<file path="src/design/itf_pkg.sv">
`default_nettype none
package itf_pkg;

	// sizes
	localparam int VALUE_WIDTH = 64;
	localparam int BUF_DEPTH   = 32;
	localparam int MAX_DIGITS  = 31;
	localparam int WIDTH_SAT   = 32;
	localparam int DIGIT_LIMIT = (BUF_DEPTH - 1 < MAX_DIGITS) ? BUF_DEPTH - 1 : MAX_DIGITS;
	localparam int BUF_IDX_W   = $clog2(BUF_DEPTH);
	localparam int CNT_W       = 6;
	localparam int BIT_W       = $clog2(VALUE_WIDTH);
	localparam int BCD_DIGITS  = (VALUE_WIDTH * 30103) / 100000 + 1;
	localparam int REM_W       = 4 * BCD_DIGITS;
	localparam int QUEUE_DEPTH = 2;
	localparam int QPTR_W      = $clog2(QUEUE_DEPTH);

	// radix codes
	localparam logic [1:0] RADIX_OCT = 2'd0;
	localparam logic [1:0] RADIX_DEC = 2'd1;
	localparam logic [1:0] RADIX_HEX = 2'd2;

	// characters
	localparam logic [7:0] CH_ZERO    = 8'h30;
	localparam logic [7:0] CH_MINUS   = 8'h2D;
	localparam logic [7:0] CH_SPACE   = 8'h20;
	localparam logic [7:0] CH_UPPER_A = 8'h41;
	localparam logic [7:0] CH_LOWER_A = 8'h61;
	localparam logic [7:0] DIGIT_TEN  = 8'd10;

	// classified word passed from front to back
	typedef struct packed {
		logic [VALUE_WIDTH-1:0] value;
		logic [1:0]             radix;
		logic                   upper;
		logic                   neg;
		logic [CNT_W-1:0]       width;
		logic                   zfill;
		logic                   left;
		logic [CNT_W-1:0]       prec;
	} item_t;

	// queue handshake toward the back
	typedef struct packed {
		logic  empty;
		item_t head;
	} queue_out_t;

	function automatic logic [7:0] digit_char(input logic [3:0] nib, input logic upper);
		logic [7:0] n8;
		n8 = {4'b0000, nib};
		if (n8 < DIGIT_TEN)
			return CH_ZERO + n8;
		else if (upper)
			return CH_UPPER_A + n8 - DIGIT_TEN;
		else
			return CH_LOWER_A + n8 - DIGIT_TEN;
	endfunction

endpackage
`default_nettype wire

</file>
<file path="src/design/itf_front.sv">
`default_nettype none
module itf_front
	import itf_pkg::*;
(
	input  wire logic        clk,
	input  wire logic        arst_n,
	input  wire logic        in_valid,
	output logic             in_stall,
	input  wire logic [63:0] magnitude,
	input  wire logic [1:0]  radix_code,
	input  wire logic        upper_case,
	input  wire logic        negative,
	input  wire logic [5:0]  field_width,
	input  wire logic        zero_fill,
	input  wire logic        left_align,
	input  wire logic [4:0]  min_digits,
	input  wire logic        q_full,
	output logic             q_push,
	output item_t            q_item
);

	logic             valid_s1;
	item_t            item_s1;
	item_t            item_c;
	logic [CNT_W-1:0] prec_in;
	logic             accept;

	assign in_stall = valid_s1 & q_full;
	assign accept   = in_valid & ~in_stall;
	assign q_push   = valid_s1 & ~q_full;
	assign q_item   = item_s1;

	// classify: pick base, saturate width and digit count
	always_comb begin
		prec_in       = {1'b0, min_digits};
		item_c.value  = magnitude[VALUE_WIDTH-1:0];
		if (radix_code == RADIX_OCT)
			item_c.radix = RADIX_OCT;
		else if (radix_code == RADIX_DEC)
			item_c.radix = RADIX_DEC;
		else
			item_c.radix = RADIX_HEX;
		item_c.upper  = upper_case;
		item_c.neg    = negative;
		item_c.width  = (field_width > CNT_W'(WIDTH_SAT)) ? CNT_W'(WIDTH_SAT) : field_width;
		item_c.zfill  = zero_fill;
		item_c.left   = left_align;
		item_c.prec   = (prec_in > CNT_W'(DIGIT_LIMIT)) ? CNT_W'(DIGIT_LIMIT) : prec_in;
	end

	// hold the classified word until the queue takes it
	always_ff @(posedge clk or negedge arst_n) begin
		if (!arst_n) begin
			valid_s1 <= 1'b0;
		end else if (accept) begin
			valid_s1 <= 1'b1;
		end else if (q_push) begin
			valid_s1 <= 1'b0;
		end
	end

	always_ff @(posedge clk) begin
		if (accept) begin
			item_s1 <= item_c;
		end
	end

endmodule
`default_nettype wire

</file>
<file path="src/design/itf_queue.sv">
`default_nettype none
module itf_queue
	import itf_pkg::*;
(
	input  wire logic  clk,
	input  wire logic  arst_n,
	input  wire logic  push,
	input  wire item_t push_item,
	output logic       full,
	input  wire logic  pop,
	output queue_out_t qout
);

	item_t             slot_q [QUEUE_DEPTH];
	logic [QPTR_W-1:0] wr_ptr_q;
	logic [QPTR_W-1:0] rd_ptr_q;
	logic [QPTR_W:0]   count_q;
	logic              do_push;
	logic              do_pop;

	assign full       = (count_q == (QPTR_W+1)'(QUEUE_DEPTH));
	assign qout.empty = (count_q == '0);
	assign qout.head  = slot_q[rd_ptr_q];
	assign do_push    = push & ~full;
	assign do_pop     = pop & ~qout.empty;

	// advance pointers and fill count
	always_ff @(posedge clk or negedge arst_n) begin
		if (!arst_n) begin
			wr_ptr_q <= '0;
			rd_ptr_q <= '0;
			count_q  <= '0;
		end else begin
			if (do_push)
				wr_ptr_q <= (wr_ptr_q == QPTR_W'(QUEUE_DEPTH - 1)) ? '0 : wr_ptr_q + 1'b1;
			if (do_pop)
				rd_ptr_q <= (rd_ptr_q == QPTR_W'(QUEUE_DEPTH - 1)) ? '0 : rd_ptr_q + 1'b1;
			if (do_push && !do_pop)
				count_q <= count_q + 1'b1;
			else if (do_pop && !do_push)
				count_q <= count_q - 1'b1;
		end
	end

	always_ff @(posedge clk) begin
		if (do_push) begin
			slot_q[wr_ptr_q] <= push_item;
		end
	end

endmodule
`default_nettype wire

</file>
<file path="src/design/itf_back.sv">
`default_nettype none
module itf_back
	import itf_pkg::*;
(
	input  wire logic       clk,
	input  wire logic       arst_n,
	input  wire queue_out_t qin,
	output logic            q_pop,
	output logic            out_valid,
	input  wire logic       out_stall,
	output logic [7:0]      text_char,
	output logic            last_char
);

	typedef enum logic [2:0] {
		ST_IDLE,
		ST_DABBLE,
		ST_DIGITS,
		ST_SIZE,
		ST_EMIT
	} state_t;

	localparam int OCT_SHIFT = 3;
	localparam int HEX_SHIFT = 4;

	state_t             state_q;
	item_t              item_q;
	logic [REM_W-1:0]   rem_q;
	logic [VALUE_WIDTH-1:0] val_q;
	logic [BIT_W-1:0]   bit_q;
	logic [CNT_W-1:0]   dcnt_q;
	logic [CNT_W-1:0]   total_q;
	logic [CNT_W-1:0]   len_q;
	logic [CNT_W-1:0]   pad_q;
	logic [CNT_W-1:0]   pos_q;
	logic               out_valid_q;
	logic [7:0]         char_q;
	logic               last_q;
	logic [7:0]         buf_q [BUF_DEPTH];

	logic [REM_W-1:0]   adj;
	logic [3:0]         nib;
	logic               rem_zero;
	logic               buf_we;
	logic [7:0]         buf_wdata;
	logic               slot_free;
	logic               emit_go;
	logic [CNT_W-1:0]   neg_w;
	logic [CNT_W-1:0]   ndig;
	logic [CNT_W-1:0]   total_c;
	logic [CNT_W-1:0]   dig_idx;
	logic [7:0]         emit_char;
	logic               use_digit;

	assign out_valid = out_valid_q;
	assign text_char = char_q;
	assign last_char = last_q;
	assign q_pop     = (state_q == ST_IDLE) & ~qin.empty;
	assign slot_free = ~out_valid_q | ~out_stall;
	assign emit_go   = (state_q == ST_EMIT) & slot_free;
	assign rem_zero  = (rem_q == '0);
	assign neg_w     = {{(CNT_W-1){1'b0}}, item_q.neg};

	// add three to every BCD digit of five or more
	always_comb begin
		for (int d = 0; d < BCD_DIGITS; d++) begin
			if (rem_q[4*d +: 4] >= 4'd5)
				adj[4*d +: 4] = rem_q[4*d +: 4] + 4'd3;
			else
				adj[4*d +: 4] = rem_q[4*d +: 4];
		end
	end

	// low digit of the remaining value
	always_comb begin
		if (item_q.radix == RADIX_OCT)
			nib = {1'b0, rem_q[2:0]};
		else
			nib = rem_q[3:0];
		buf_wdata = rem_zero ? CH_ZERO : digit_char(nib, item_q.upper);
		if (state_q != ST_DIGITS)
			buf_we = 1'b0;
		else if (rem_zero)
			buf_we = (dcnt_q == '0);
		else
			buf_we = (dcnt_q < CNT_W'(DIGIT_LIMIT));
	end

	// field sizes from the digit count
	always_comb begin
		ndig    = (dcnt_q > item_q.prec) ? dcnt_q : item_q.prec;
		total_c = ndig + neg_w;
	end

	// pick the character at the current output position
	always_comb begin
		use_digit = 1'b0;
		emit_char = CH_SPACE;
		if (item_q.left) begin
			dig_idx = total_q - 1'b1 - pos_q;
			if (item_q.neg && pos_q == '0)
				emit_char = CH_MINUS;
			else if (pos_q < total_q)
				use_digit = 1'b1;
			else
				emit_char = CH_SPACE;
		end else if (item_q.zfill) begin
			dig_idx = len_q - 1'b1 - pos_q;
			if (item_q.neg && pos_q == '0)
				emit_char = CH_MINUS;
			else if (pos_q < neg_w + pad_q)
				emit_char = CH_ZERO;
			else
				use_digit = 1'b1;
		end else begin
			dig_idx = len_q - 1'b1 - pos_q;
			if (pos_q < pad_q)
				emit_char = CH_SPACE;
			else if (item_q.neg && pos_q == pad_q)
				emit_char = CH_MINUS;
			else
				use_digit = 1'b1;
		end
	end

	// sequencer: convert, count digits, size the field, send characters
	always_ff @(posedge clk or negedge arst_n) begin
		if (!arst_n) begin
			state_q     <= ST_IDLE;
			item_q      <= '0;
			rem_q       <= '0;
			val_q       <= '0;
			bit_q       <= '0;
			dcnt_q      <= '0;
			total_q     <= '0;
			len_q       <= '0;
			pad_q       <= '0;
			pos_q       <= '0;
			out_valid_q <= 1'b0;
			char_q      <= '0;
			last_q      <= 1'b0;
		end else begin
			// raise valid on a new character, drop it once taken
			if (emit_go)
				out_valid_q <= 1'b1;
			else if (out_valid_q && !out_stall)
				out_valid_q <= 1'b0;
			case (state_q)
				ST_IDLE: begin
					if (!qin.empty) begin
						item_q <= qin.head;
						dcnt_q <= '0;
						bit_q  <= '0;
						if (qin.head.radix == RADIX_DEC) begin
							rem_q   <= '0;
							val_q   <= qin.head.value;
							state_q <= ST_DABBLE;
						end else begin
							rem_q   <= REM_W'(qin.head.value);
							state_q <= ST_DIGITS;
						end
					end
				end
				ST_DABBLE: begin
					rem_q <= {adj[REM_W-2:0], val_q[VALUE_WIDTH-1]};
					val_q <= val_q << 1;
					bit_q <= bit_q + 1'b1;
					if (bit_q == BIT_W'(VALUE_WIDTH - 1))
						state_q <= ST_DIGITS;
				end
				ST_DIGITS: begin
					if (buf_we) begin
						dcnt_q <= dcnt_q + 1'b1;
						if (item_q.radix == RADIX_OCT)
							rem_q <= rem_q >> OCT_SHIFT;
						else
							rem_q <= rem_q >> HEX_SHIFT;
					end else begin
						state_q <= ST_SIZE;
					end
				end
				ST_SIZE: begin
					total_q <= total_c;
					if (item_q.width > total_c) begin
						len_q <= item_q.width;
						pad_q <= item_q.width - total_c;
					end else begin
						len_q <= total_c;
						pad_q <= '0;
					end
					pos_q   <= '0;
					state_q <= ST_EMIT;
				end
				ST_EMIT: begin
					if (emit_go) begin
						if (!use_digit)
							char_q <= emit_char;
						else if (dig_idx >= dcnt_q)
							char_q <= CH_ZERO;
						else
							char_q <= buf_q[dig_idx[BUF_IDX_W-1:0]];
						last_q      <= (pos_q == len_q - 1'b1);
						pos_q       <= pos_q + 1'b1;
						if (pos_q == len_q - 1'b1)
							state_q <= ST_IDLE;
					end
				end
				default: begin
					state_q <= ST_IDLE;
				end
			endcase
		end
	end

	// digit buffer, filled least significant digit first
	always_ff @(posedge clk) begin
		if (buf_we) begin
			buf_q[dcnt_q[BUF_IDX_W-1:0]] <= buf_wdata;
		end
	end

endmodule
`default_nettype wire

</file>
<file path="src/design/integer_to_text_formatter_core.sv">
`default_nettype none
// Integer-to-text formatter: takes one word describing an unsigned magnitude with
// its base, case, sign, field width, zero-fill, left-align and minimum digit count,
// and sends the formatted ASCII text one character per output word, with last_char
// set on the final character. A front stage classifies each word into a two-entry
// queue, so the input side keeps accepting while the back end works, until the queue
// and the front register are full. The back end handles one word at a time: it loads
// the word, then for decimal runs a binary-to-BCD shift over all VALUE_WIDTH (64) bits,
// then extracts the digits into a buffer, sizes the field, and sends the characters
// (field width or text length, up to 32), one per cycle while out_stall is low.
module integer_to_text_formatter_core
	import itf_pkg::*;
(
	input  wire logic        clk,
	input  wire logic        arst_n,
	input  wire logic        in_valid,
	output logic             in_stall,
	input  wire logic [63:0] magnitude,
	input  wire logic [1:0]  radix_code,
	input  wire logic        upper_case,
	input  wire logic        negative,
	input  wire logic [5:0]  field_width,
	input  wire logic        zero_fill,
	input  wire logic        left_align,
	input  wire logic [4:0]  min_digits,
	output logic             out_valid,
	input  wire logic        out_stall,
	output logic [7:0]       text_char,
	output logic             last_char
);

	logic       q_full;
	logic       q_push;
	item_t      q_item;
	logic       q_pop;
	queue_out_t q_out;

	// accept and classify words
	itf_front u_front (
		.clk         (clk),
		.arst_n      (arst_n),
		.in_valid    (in_valid),
		.in_stall    (in_stall),
		.magnitude   (magnitude),
		.radix_code  (radix_code),
		.upper_case  (upper_case),
		.negative    (negative),
		.field_width (field_width),
		.zero_fill   (zero_fill),
		.left_align  (left_align),
		.min_digits  (min_digits),
		.q_full      (q_full),
		.q_push      (q_push),
		.q_item      (q_item)
	);

	// decouple front and back
	itf_queue u_queue (
		.clk       (clk),
		.arst_n    (arst_n),
		.push      (q_push),
		.push_item (q_item),
		.full      (q_full),
		.pop       (q_pop),
		.qout      (q_out)
	);

	// convert and send characters
	itf_back u_back (
		.clk       (clk),
		.arst_n    (arst_n),
		.qin       (q_out),
		.q_pop     (q_pop),
		.out_valid (out_valid),
		.out_stall (out_stall),
		.text_char (text_char),
		.last_char (last_char)
	);

endmodule
`default_nettype wire
</file>
<file path="config.mk">
export PLATFORM = sky130hd
export DESIGN_NAME = integer_to_text_formatter_core
export DESIGN_NICKNAME = d
export VERILOG_FILES = /design/src/design/itf_pkg.sv /design/src/design/itf_front.sv /design/src/design/itf_queue.sv /design/src/design/itf_back.sv /design/src/design/integer_to_text_formatter_core.sv
export SDC_FILE = /design/constraint.sdc
export NUM_CORES = 1
export LEC_CHECK = 0
export CELL_PAD_IN_SITES_DETAIL_PLACEMENT = 0
export CELL_PAD_IN_SITES_GLOBAL_PLACEMENT = 1
export CORE_UTILIZATION = 47
export CTS_CLUSTER_SIZE = 12
export DETAILED_ROUTE_END_ITERATION = 10
export DONT_BUFFER_PORTS = 1
export GPL_TIMING_DRIVEN = 1
export PLACE_DENSITY_LB_ADDON = 0.05
export SYNTH_ARGS = -nofsm -noshare
export SYNTH_HDL_FRONTEND = slang
export SYNTH_SLANG_ARGS = --single-unit
</file>
<file path="constraint.sdc">
create_clock -name clk -period 4.7 [get_ports clk]
set_input_delay 0 -clock clk [delete_from_list [all_inputs] [get_ports clk]]
set_output_delay 0 -clock clk [all_outputs]
set_load 0.05 [all_outputs]
</file>
* Word-level counts from Yosys, hierarchy flattened
Memories as Yosys holds them, arrays and structs flattened.
Index checks and enable logic that the tools add are counted.
W data, S select, Z words.
** Word-level totals
- Register bits after elaboration :: 297
- Memory bits (writable) :: 418
- Input port bits :: 85
- Output and inout port bits :: 11
- Word-level logic and storage cells :: 243
- Memories :: 2
** Operators by class
- $add $sub $neg :: 39
- Order comparisons :: 29
- Equality and inequality tests :: 18
- Mux-type cells :: 81
- Bitwise logic cells :: 13
- Reduce and logical (&&, ||, !) cells :: 30
** Memories
- u_back.buf_q :: depth 32, bits a word 8, rd ports 1, clocked after Yosys merged registers in 0, wr ports 1, RTL line itf_back.sv:39 : logic [7:0] buf_q [BUF_DEPTH];
- u_queue.slot_q :: depth 2, bits a word 81, rd ports 1, clocked after Yosys merged registers in 0, wr ports 1, RTL line itf_queue.sv:14 : item_t slot_q [QUEUE_DEPTH];
** Operators with widths (number)
- $pmux W80 S3 :: 1
- $mux W64 :: 3
- $mux W80 :: 2
- $pmux W64 S2 :: 1
- $mux W4 :: 22
- $ge A4 B3 Y1 const B :: 20
- $logic_not A80 Y1 :: 1
- $mux W77 :: 1
- $add A4 B2 Y4 const B :: 19
- $mux W8 :: 9
- $mux W6 :: 7
- $pmux W6 S2 :: 3
- $mux W1 :: 20
- $add A6 B1 Y6 const B :: 3
- $lt A6 B6 Y1 :: 3
- $mux W3 :: 6
- $sub A6 B6 Y6 :: 3
- $add A7 B4 Y8 const A :: 2
- $sub A8 B4 Y8 const B :: 2
- $pmux W3 S5 :: 1
- $eq A6 B6 Y1 :: 2
- $gt A6 B6 Y1 :: 2
- $logic_not A6 Y1 :: 2
- $reduce_bool A2 Y1 :: 6
- other kinds (34) :: 69

* Depth between registers and ports, before layout
Gate-level depths: netlist of run 1.
- Depth in word-level cells :: 8
- Depth in mapped cells :: 19

* Hierarchy
From an unflattened synthesis of run 1, not the netlist that was laid out.
** Unflattened totals
- Cell total of the unflattened synthesis :: 2447
- Area, all modules :: 32225.9 um^2
** Modules (own cells, without submodules)
- itf_back :: times used 1, cells an instance 2077, area an instance 23221.0 um^2, seq. area each 11981.5 um^2
- itf_queue :: times used 1, cells an instance 274, area an instance 6463.7 um^2, seq. area each 5024.8 um^2
- itf_front :: times used 1, cells an instance 96, area an instance 2541.2 um^2, seq. area each 2457.4 um^2

* Least setup slack after synthesis of run 1
No wires, ideal clock.
- Path type :: register -> register
- Start :: register u_queue.count_q[0]
- End :: memory u_queue.slot_q[0][0] (netlist bit), enable pin
- Library setup time :: 0.521 ns
- Data arrival time :: 3.996 ns
- Setup slack :: 0.184 ns
- Cell stages (with the launch flop) :: 4
- Path buffers :: 0
- Period minus slack after synthesis :: 4.516 ns
- Cell sequence :: dfrtp_1 nand2b_1 nand2_1 nor2_1
** On the way
- Cells in the longest elaborated chain, start to end :: 6
** Ends and longest elaborated chain
- start: declaration :: RTL line itf_queue.sv:17 : logic [QPTR_W:0] count_q;
- start signal: assignment :: RTL line itf_queue.sv:39 : count_q <= count_q + 1'b1;
- start signal: assignment :: RTL line itf_queue.sv:41 : count_q <= count_q - 1'b1;
- $eq A2 B2 Y1 (*) :: RTL line itf_queue.sv:21 : assign full = (count_q == (QPTR_W+1)'(QUEUE_DEPTH));
- $not A1 Y1 (*) :: RTL line itf_front.sv:30, itf_queue.sv:24
- $and A1 B1 Y1 :: RTL line itf_front.sv:30 : assign q_push = valid_s1 & ~q_full;
- $and A1 B1 Y1 (*) :: RTL line itf_queue.sv:24 : assign do_push = push & ~full;
- $mux W1 (*) :: RTL line itf_queue.sv:46 : if (do_push) begin
- $mux W1 (not written as such) (*) :: RTL line itf_queue.sv:47 : slot_q[wr_ptr_q] <= push_item;
- end: declaration :: RTL line itf_queue.sv:14
Every way passes the cells marked *; elsewhere a longest branch is shown, timed or not.

* Worst setup path in the final report of run 1
- Start :: register u_back.dcnt_q[3]
- End :: register u_back.len_q[0]
** On the way
- Cells in the longest elaborated chain, start to end :: 5
** Ends and longest elaborated chain
- start: declaration :: RTL line itf_back.sv:31 : logic [CNT_W-1:0] dcnt_q;
- start signal: assignment :: RTL line itf_back.sv:173 : dcnt_q <= dcnt_q + 1'b1;
- $gt A6 B6 Y1 :: RTL line itf_back.sv:91 : ndig = (dcnt_q > item_q.prec) ? dcnt_q : item_q.prec;
- $mux W6 :: RTL line itf_back.sv:91
- $add A6 B1 Y6 :: RTL line itf_back.sv:92 : total_c = ndig + neg_w;
- net u_back.total_c[1] :: RTL line itf_back.sv:50 : logic [CNT_W-1:0] total_c;
- $gt A6 B6 Y1 :: RTL line itf_back.sv:184 : if (item_q.width > total_c) begin
- $mux W6 :: RTL line itf_back.sv:184
- end signal: assignment :: RTL line itf_back.sv:185 : len_q <= item_q.width;
- end signal: assignment :: RTL line itf_back.sv:188 : len_q <= total_c;
- end: declaration :: RTL line itf_back.sv:33 : logic [CNT_W-1:0] len_q;
The timed path passes the listed nets, and every way through them passes these cells.
A chain may end at the register's enable or synchronous reset.

==> metrics.md, run 1 <==
| Metric | Value |
|---|---|
| Failing checks | `negative hold slack` |
| WL final | `around 80,000 um` |
| Yosys top cell by area | `edfxtp_1` |
| PwrDens | `801 nW/um2` |
| Gr usage total | `0.231` |
| Top_reg_cell synth | `edfxtp_1` |
| Crit end category | `flip-flop` |
| WL met2 | `between 30,000 and 40,000 um` |
| Number of core rows | `between 90 and 100` |
| Startpoint types | `flip-flop` |
| Final #Nets | `3,222` |
| Data arrival time of the worst path | `4.86 ns` |
| Final core occ | `0.554` |
| Crit share post-route | `0.938` |
| Max_slew headroom | `0.293` |
| DP HPWL | `50,000 um` |
| WP data required | `5.15 ns` |
| Layout cells sized above 1 | `0.0820` |
| Syn Inst Count | `2,926` |
| Clock Tree Buf Depth | `3` |
| Worst-path clk slew | `0.06 ns` |
| Worst skew pair latency | `0.63 ns` |
| EDFF count, synth | `467` |
| XOR/XNOR Fraction of Synth Area | `0.0165` |
| P_leak | `0.0142 uW` |
| Syn-to-layout area delta | `15.8%` |
| Largest family of logic cells by synthesized area | `simple AND/OR/NAND/NOR gates` |
| Final Hold Viols | `~210` |
| Routability cong. | `0.851` |
| Drt pass-1 iters | `5` |
| Die area | `69,800 um2` |
| Most frequent cell after synthesis | `nand2_1` |
| Syn Area/Cell | `11.0 um2` |
| Synth top area share | `0.434` |
| Syn Std Cell Area | `32,300 um2` |
| Sequential share of the synthesized area | `0.600` |
| #FFs+latches synth | `681` |
| Initial antenna violation count | `0` |
| R2R cell count | `16` |
| Remaining antenna violation count | `0` |
| CTS hold repair buffers | `148` |
| CTS tree | `done` |
| Slew @ Worst Pin | `1.06 ns` |
| First-pass GRT wire length | `127,000 um` |
| WL met3 | `2470 um` |
| Reg2Reg Capture Point | `u_back.len_q[0]` |
| Root Driver | `clkbuf_16` |
| CP max stage cell | `fa_1` |
| Worst vdd ir | `approximately 1000 uV` |
| Routed WL per cell | `20.1 um` |
| CTS HTree Levels | `3` |
| I/O pin count | `96` |
| Max Cap Violations | `0` |
| R2r startpoint | `u_back.dcnt_q[3]` |
| Clock Skew | `0.0250 ns` |
| Tmin final | `4.41 ns` |
| TNS Setup | `0 ns` |
| Dominant cells by area after synthesis | `edfxtp_1 (43%), dfrtp_1 (17%), nand2_1 (6.1%)` |
| Via density | `5.62` |
| Starting Density | `0.478` |
| Total number of vias | `22,200` |
| ANT cells | `0` |
| Number of I/O port buffers | `0` |
| Synth Area in Compound Gates | `0.124` |
| Iter 0 DRT Violations | `1,523` |
| Synth top cells by count | `nand2_1 (527), edfxtp_1 (467), a21oi_1 (267)` |
| Met1 WL | `35,200 um` |
| Asr flop ratio synth | `0.314` |
| Status | `finished, violations left` |
| Die height | `264 um` |
| Largest net degree at the start of global routing | `215` |
| CP peak stage delay | `0.48 ns` |
| Max frequency | `roughly 230 MHz` |
| Synth warn | `0` |
| Critical path class | `flip-flop to flip-flop` |
| Inserted Clock Buffers | `75` |
| DR top layer | `met4` |
| RSZ-0062 raised after global routing | `false` |
| Library cells used by synthesis | `69` |
| Grt ovf | `0` |
| Max Transition Viols Final | `0` |
| Worst Hold Class | `input pin to asynchronous set/reset pin` |
| Final Setup Violations | `0` |
| Final Hold Slack | `-0.916 ns` |
| Die extent in x | `about 260 um` |
| CP Cell Sequence | `ha_4, and4b_1, o211ai_1, nand2_2, mux2_2, ha_1, ha_1, inv_1, fa_1, a21boi_0, and2_1, o31ai_2, o211ai_1, a41oi_4, mux2i_1, a21oi_1` |
| R2R setup slack | `roughly 0.29 ns` |
| CP max FO | `7` |
| Core ar. | `67,500 um2` |
| Vias in the first global route | `22,200` |
| CTS sink count | `681` |
| Mux cell area share after synthesis | `0.0389` |
| Synth Area in Adders | `0.0459` |
| Post-Synth Simple-Gate Area | `0.138` |
| DR DRC count | `0` |
## state kept, by name, indices dropped and copies added, names as in the netlist, 7 cells and up
| signal | flops |
|---|---|
| u_back.text_char | 7 |
| u_back.val_q | 64 |
| u_back.buf_q | 224 |
| u_queue.slot_q | 162 |
| u_back.item_q | 17 |
| u_front.q_item | 81 |
| u_back.rem_q | 80 |
## metal layers
| metal | track usage | vias to the layer above |
|---|---|---|
| li1 | - | 10800 |
| met1 | 0.308 | 10900 |
| met2 | 0.395 | 391 |
| met3 | 0.0253 | 126 |
| met4 | 0.0759 | 0 |
| met5 | 0 | - |
## cells by family after synthesis
kind of cell / after synthesis
XOR/XNOR: 61
adder cells (fa/ha/maj): 117
buffers and inverters: 301
multiplexers: 116
AO/OA/AOI/OAI: 658
AND/OR/NAND/NOR: 991
flip-flops: 681
other: 1
## repair_timing
action	CTS	global route
resized for setup	0	7
setup endpoints to repair	0	9
endpoints found under the hold margin	339	214
buffers inserted	0	1
## through the flow
step / setup WS, ns / total power [uW] / hold slack [ns] / std cells / instance area [um2]
6_report: 0.293 / 30000 / -0.916 / 3958 / 37400
5_1_grt: 0.0347 / 32000 / -0.947 / 3958 / 37400
4_1_cts: 0.0664 / 30200 / -0.944 / 3957 / 37300
3_5_place_dp: 0.0936 / 24100 / -0.280 / 3669 / 33300
3_3_place_gp: 0.297 / 23800 / -0.280 / 3669 / 33300
2_1_floorplan: 0.184 / 19500 / -0.296 / 2933 / 32300
## worst max-delay path: cells and delay by family, from the launching register on
kind / cells / cell delay (ns)
compound gates: 6 / 1.13
buf+inv: 1 / 0.10
fa+ha+maj: 4 / 1.37
mux: 2 / 0.59
simple gates: 3 / 0.58
flops: 1 / 0.47
## power by group
group | total, uW | internal, uW | leakage [uW] | switching (uW)
registers | 9770 | 8400 | 0.00700 | 1370
clock network | 5970 | 3560 | 0.00121 | 2410
logic | 14200 | 5080 | 0.00602 | 9130
## cell type report
cell class | count | area [um2]
tap | 873 | 1090
sequential | 681 | 19400
multi-input combinational | 1951 | 12000
inverter | 97 | 364
clock buffer | 111 | 2150
clock inverter | 29 | 362
fill | 5792 | 30100
timing repair buffer | 216 | 2080
## worst max-delay path by stage
| stage | start | end | slack (ns) |
|---|---|---|---|
| after global placement | u_back.item_q[4] | u_back.len_q[3] | 0.30 |
| after floorplan | u_queue.count_q[0] | u_queue.slot_q[0][0] | 0.18 |
| after CTS | u_back.item_q[4] | u_back.len_q[0] | 0.07 |
| after detailed placement | u_back.item_q[4] | u_back.len_q[0] | 0.09 |
| final | u_back.dcnt_q[3] | u_back.len_q[0] | 0.29 |
| after global routing | u_back.item_q[4] | u_back.len_q[0] | 0.03 |
## layout by cell type, fill, tap and decap left out, drive strengths merged, types with 17 or more instances in the layout
master / count
nand2b: 23
nand2: 527
inv: 96
a221oi: 18
ha: 112
buf: 68
dlygate4sd3: 148
clkbuf: 111
nor3b: 25
nor3: 106
nor4: 37
o22ai: 23
dfrtp: 214
mux2i: 93
a31oi: 40
a21oi: 267
clkinv: 19
nor2b: 18
and3: 42
a2111oi: 18
nor2: 116
o21ai: 170
nand3: 63
a311oi: 19
edfxtp: 467
mux2: 17
xnor2: 50
Note: power is estimated with default switching activity, not from simulation.
==> run 2: changes to the inputs <==
Settings changed: ABC_AREA from default to 1, CORE_UTILIZATION 47 to 46, SETUP_SLACK_MARGIN from default to 0.4.
==> metrics.md, run 2 <==
| Metric | Value |
|---|---|
| Status | `finished, violations left` |
| Failing checks | `negative hold slack` |
| Fill count | `6,101 (+5.3%)` |
| DR top layer | `met4` |
| Syn Inst Count | `3,229 (+10%)` |
| Drt pass-1 iters | `6 (+1)` |
| Max Transition Viols Final | `0 (unchanged)` |
| Postcts setup bufs | `0 (unchanged)` |
| WL final | `83,800 um (+5.2%)` |
| Final core occ | `0.542 (-0.0117)` |
| Synth warn | `0 (unchanged)` |
| Vias in the first global route | `23,400 (+5.3%)` |
| CP max stage cell | `buf_4` |
| Clock Tree Buf Depth | `3 (unchanged)` |
| Net Sw Frac | `0.446 (+0.0154)` |
| Commonest non-fill, non-tap cell in the layout | `nand2_1` |
| Layout cells sized above 1 | `0.0661 (-0.0159)` |
| Via density | `5.40 (-3.9%)` |
| Logic pwr share | `0.469 (-0.005)` |
| P_sw | `13,000 uW (+0.85%)` |
| Yosys top cell by area | `edfxtp_1` |
| Startpoint types | `flip-flop` |
| Remaining antenna violation count | `0 (unchanged)` |
| WL met2 | `40,700 um (+2.6%)` |
| Crit end category | `flip-flop` |
| Max frequency | `255 MHz (+12%)` |
| Worst skew pair latency | `0.63 ns (about the same)` |
| Max_slew headroom | `0.239 (-0.0549)` |
| Most frequent cells in the layout | `nand2_1 (751), edfxtp_1 (467), o21ai_0 (296)` |
| Final #Nets | `3,557 (+10%)` |
| Root Driver | `clkbuf_16` |
| Dominant cells by area after synthesis | `edfxtp_1 (44%), dfrtp_1 (17%), nand2_1 (8.8%)` |
| Die height | `266 um (+0.78%)` |
| Data arrival time of the worst path | `4.43 ns (-0.43 ns)` |
| Starting Density | `0.466 (-0.0118)` |
| Grt ovf | `0 (unchanged)` |
| RSZ-0062 raised after global routing | `false` |
| Worst Hold Class | `input pin to asynchronous set/reset pin` |
| Number of I/O port buffers | `0 (unchanged)` |
| CTS HTree Levels | `3 (unchanged)` |
| Syn Std Cell Area | `32,100 um2 (-0.58%)` |
| Asr flop ratio synth | `0.314 (unchanged)` |
| CP Cell Sequence | `inv_1, ha_1, inv_1, fa_1, o21ai_4, buf_4, ha_1, inv_1, a21oi_1, o21a_1, o21a_1, o21a_1, o21ai_0, nand2_1, nor2_1, nand2_1, o22ai_1, inv_1` |
| Inserted Clock Buffers | `77 (+2.7%)` |
| Routed WL per cell | `19.3 um (-4.2%)` |
| Internal power | `16,200 uW (-5.3%)` |
| Met1 WL | `37,500 um (+6.6%)` |
| Worst-path clk slew | `0.06 ns (about the same)` |
| #FFs+latches synth | `681 (unchanged)` |
| Most used cell, CP | `inv_1` |
| First-pass GRT wire length | `133,000 um (+5.3%)` |
| TNS Setup | `0 ns (unchanged)` |
| Slew @ Worst Pin | `1.14 ns (+0.0810 ns)` |
| CTS tree | `done` |
| CP max FO | `65 (+58)` |
| ANT cells | `0 (unchanged)` |
| CTS sink count | `681 (unchanged)` |
| Worst slack, placed | `0.551 ns (+0.458 ns)` |
| EDFF count, synth | `467 (unchanged)` |
| Sequential share of the synthesized area | `0.604 (+0.00349)` |
| Clock share of power | `0.205 (+0.006)` |
| Die extent in x | `266 um (+0.78%)` |
| Die area | `70,800 um2 (+1.6%)` |
| Largest net degree at the start of global routing | `215 (unchanged)` |
| Syn Area/Cell | `9.94 um2 (-9.9%)` |
| I/O pin count | `96 (unchanged)` |
| CTS hold repair buffers | `160 (+8.1%)` |
| Final Hold Viols | `214 (unchanged)` |
| Worst path bufs/invs | `5 (+4)` |
| Routability cong. | `0.855 (+0.47%)` |
| Seq pwr share | `0.326 (about the same)` |
| Synth top area share | `0.437 (+0.00252)` |
| Tmin final | `3.92 ns (-0.489 ns)` |
| P_leak | `0.0148 uW (+3.7%)` |
| Iter 0 DRT Violations | `1,653 (+8.5%)` |
| Syn-to-layout area delta | `16.2%` |
| DR DRC count | `0 (unchanged)` |
| WP data required | `5.21 ns (+0.06 ns)` |
| Final Hold Slack | `-0.932 ns (-0.0162 ns)` |
| Synth top cells by count | `nand2_1 (753), edfxtp_1 (467), o21ai_0 (297)` |
| Gr usage total | `0.241 (+0.00966)` |
| CP peak stage delay | `0.54 ns (+0.06 ns)` |
| Critical path class | `flip-flop to flip-flop` |
| DP HPWL | `53,500 um (+7.2%)` |
| Library cells used by synthesis | `55 (-20%)` |
| Crit share post-route | `0.834 (-0.104)` |
| Worst vdd ir | `630 uV (-40%)` |
| Final Worst Setup Slack | `0.782 ns (+0.489 ns)` |
| Clock Skew | `0.0272 ns (+0.00216 ns)` |
| Initial antenna violation count | `0 (unchanged)` |
| Top_reg_cell synth | `edfxtp_1` |
| Max FFs per register | `224 (unchanged)` |
| Final Setup Violations | `0 (unchanged)` |
| PwrDens | `782 nW/um2 (-2.4%)` |
| WL met3 | `3560 um (+44%)` |
| Total number of vias | `23,500 (+5.6%)` |
| Core ar. | `68,800 um2 (+1.9%)` |
| Max Cap Violations | `0 (unchanged)` |
| Most frequent cell after synthesis | `nand2_1` |
| Top delay family on crit path | `adder cells` |
| Number of core rows | `96 (+1.1%)` |
==> run 2: cell count changes after synthesis, moves of 54 or more <==
cell	delta
o21ai_0	+128
a21oi_1	-65
clkbuf_1	-54
mux2i_1	-92
nand2_1	+226
inv_1	+133
nor2_1	+157
nand3_1	+61
==> run 2: metal layers <==
metal  up-vias  track usage
li1      11500            -
met1     11400        0.322
met2       536        0.409
met3       109       0.0340
met4         0       0.0690
met5         -            0
==> run 2: final timing paths <==
kind                            cells after the start  slack [ns]          startpoint               endpoint
min in group clk                                    1        0.04      field_width[5]     u_front.q_item[13]
max in group asynchronous                           0        4.91              arst_n       u_back.rem_q[71]
worst min-delay path                                0       -0.93              arst_n        u_back.pad_q[3]
worst max register to register                     18        0.78     u_back.pos_q[0]    u_back.text_char[5]
worst min register to register                      0        0.44  u_front.q_item[79]  u_queue.slot_q[0][78]
worst max-delay path                               18        0.78     u_back.pos_q[0]    u_back.text_char[5]
==> run 2: kinds of logic after synthesis <==
logic type                 share of synthesized area
and+or+nand+nor                                0.161
AOI/OAI and AO/OA                              0.134
DFF                                            0.604
buffers and inverters                         0.0486
adders and majority gates                     0.0455
xor gates and xnor gates                     0.00655
other                                       0.000117
muxes                                       0.000312
==> run 2: final cells by class <==
cell class                      count  area [um2]  area share
Clock buffer                       96        2000      0.0536
Tap cell                          931        1160      0.0312
Inverter                          241         908      0.0243
Sequential cell                   681       19400       0.519
Timing Repair Buffer              201        1980      0.0532
Multi-Input combinational cell   2155       11300       0.304
Clock inverter                     45         538      0.0144
==> run 2: timing repair <==
item	in CTS	in global routing
setup endpoints to repair	0	182
endpoints found under the hold margin	302	214
resized for setup	0	10
==> run 2: per-stage QoR <==
step	total power [uW]	area, um2	cells
5_1_grt	31400	37300	4350
2_1_floorplan	18800	32100	3236
3_3_place_gp	23100	33100	4049
6_report	29200	37300	4350
3_5_place_dp	23200	33100	4049
4_1_cts	29400	37300	4350
==> run 2: power by group through the flow <==
stage | Clock, uW | Combinational (uW) | Sequential, uW
after floorplan | 0 | 9520 | 9290
after global placement | 0 | 13500 | 9560
after detailed placement | 0 | 13600 | 9600
after CTS | 6130 | 13700 | 9490
after global routing | 6370 | 15400 | 9680
final | 5990 | 13700 | 9500
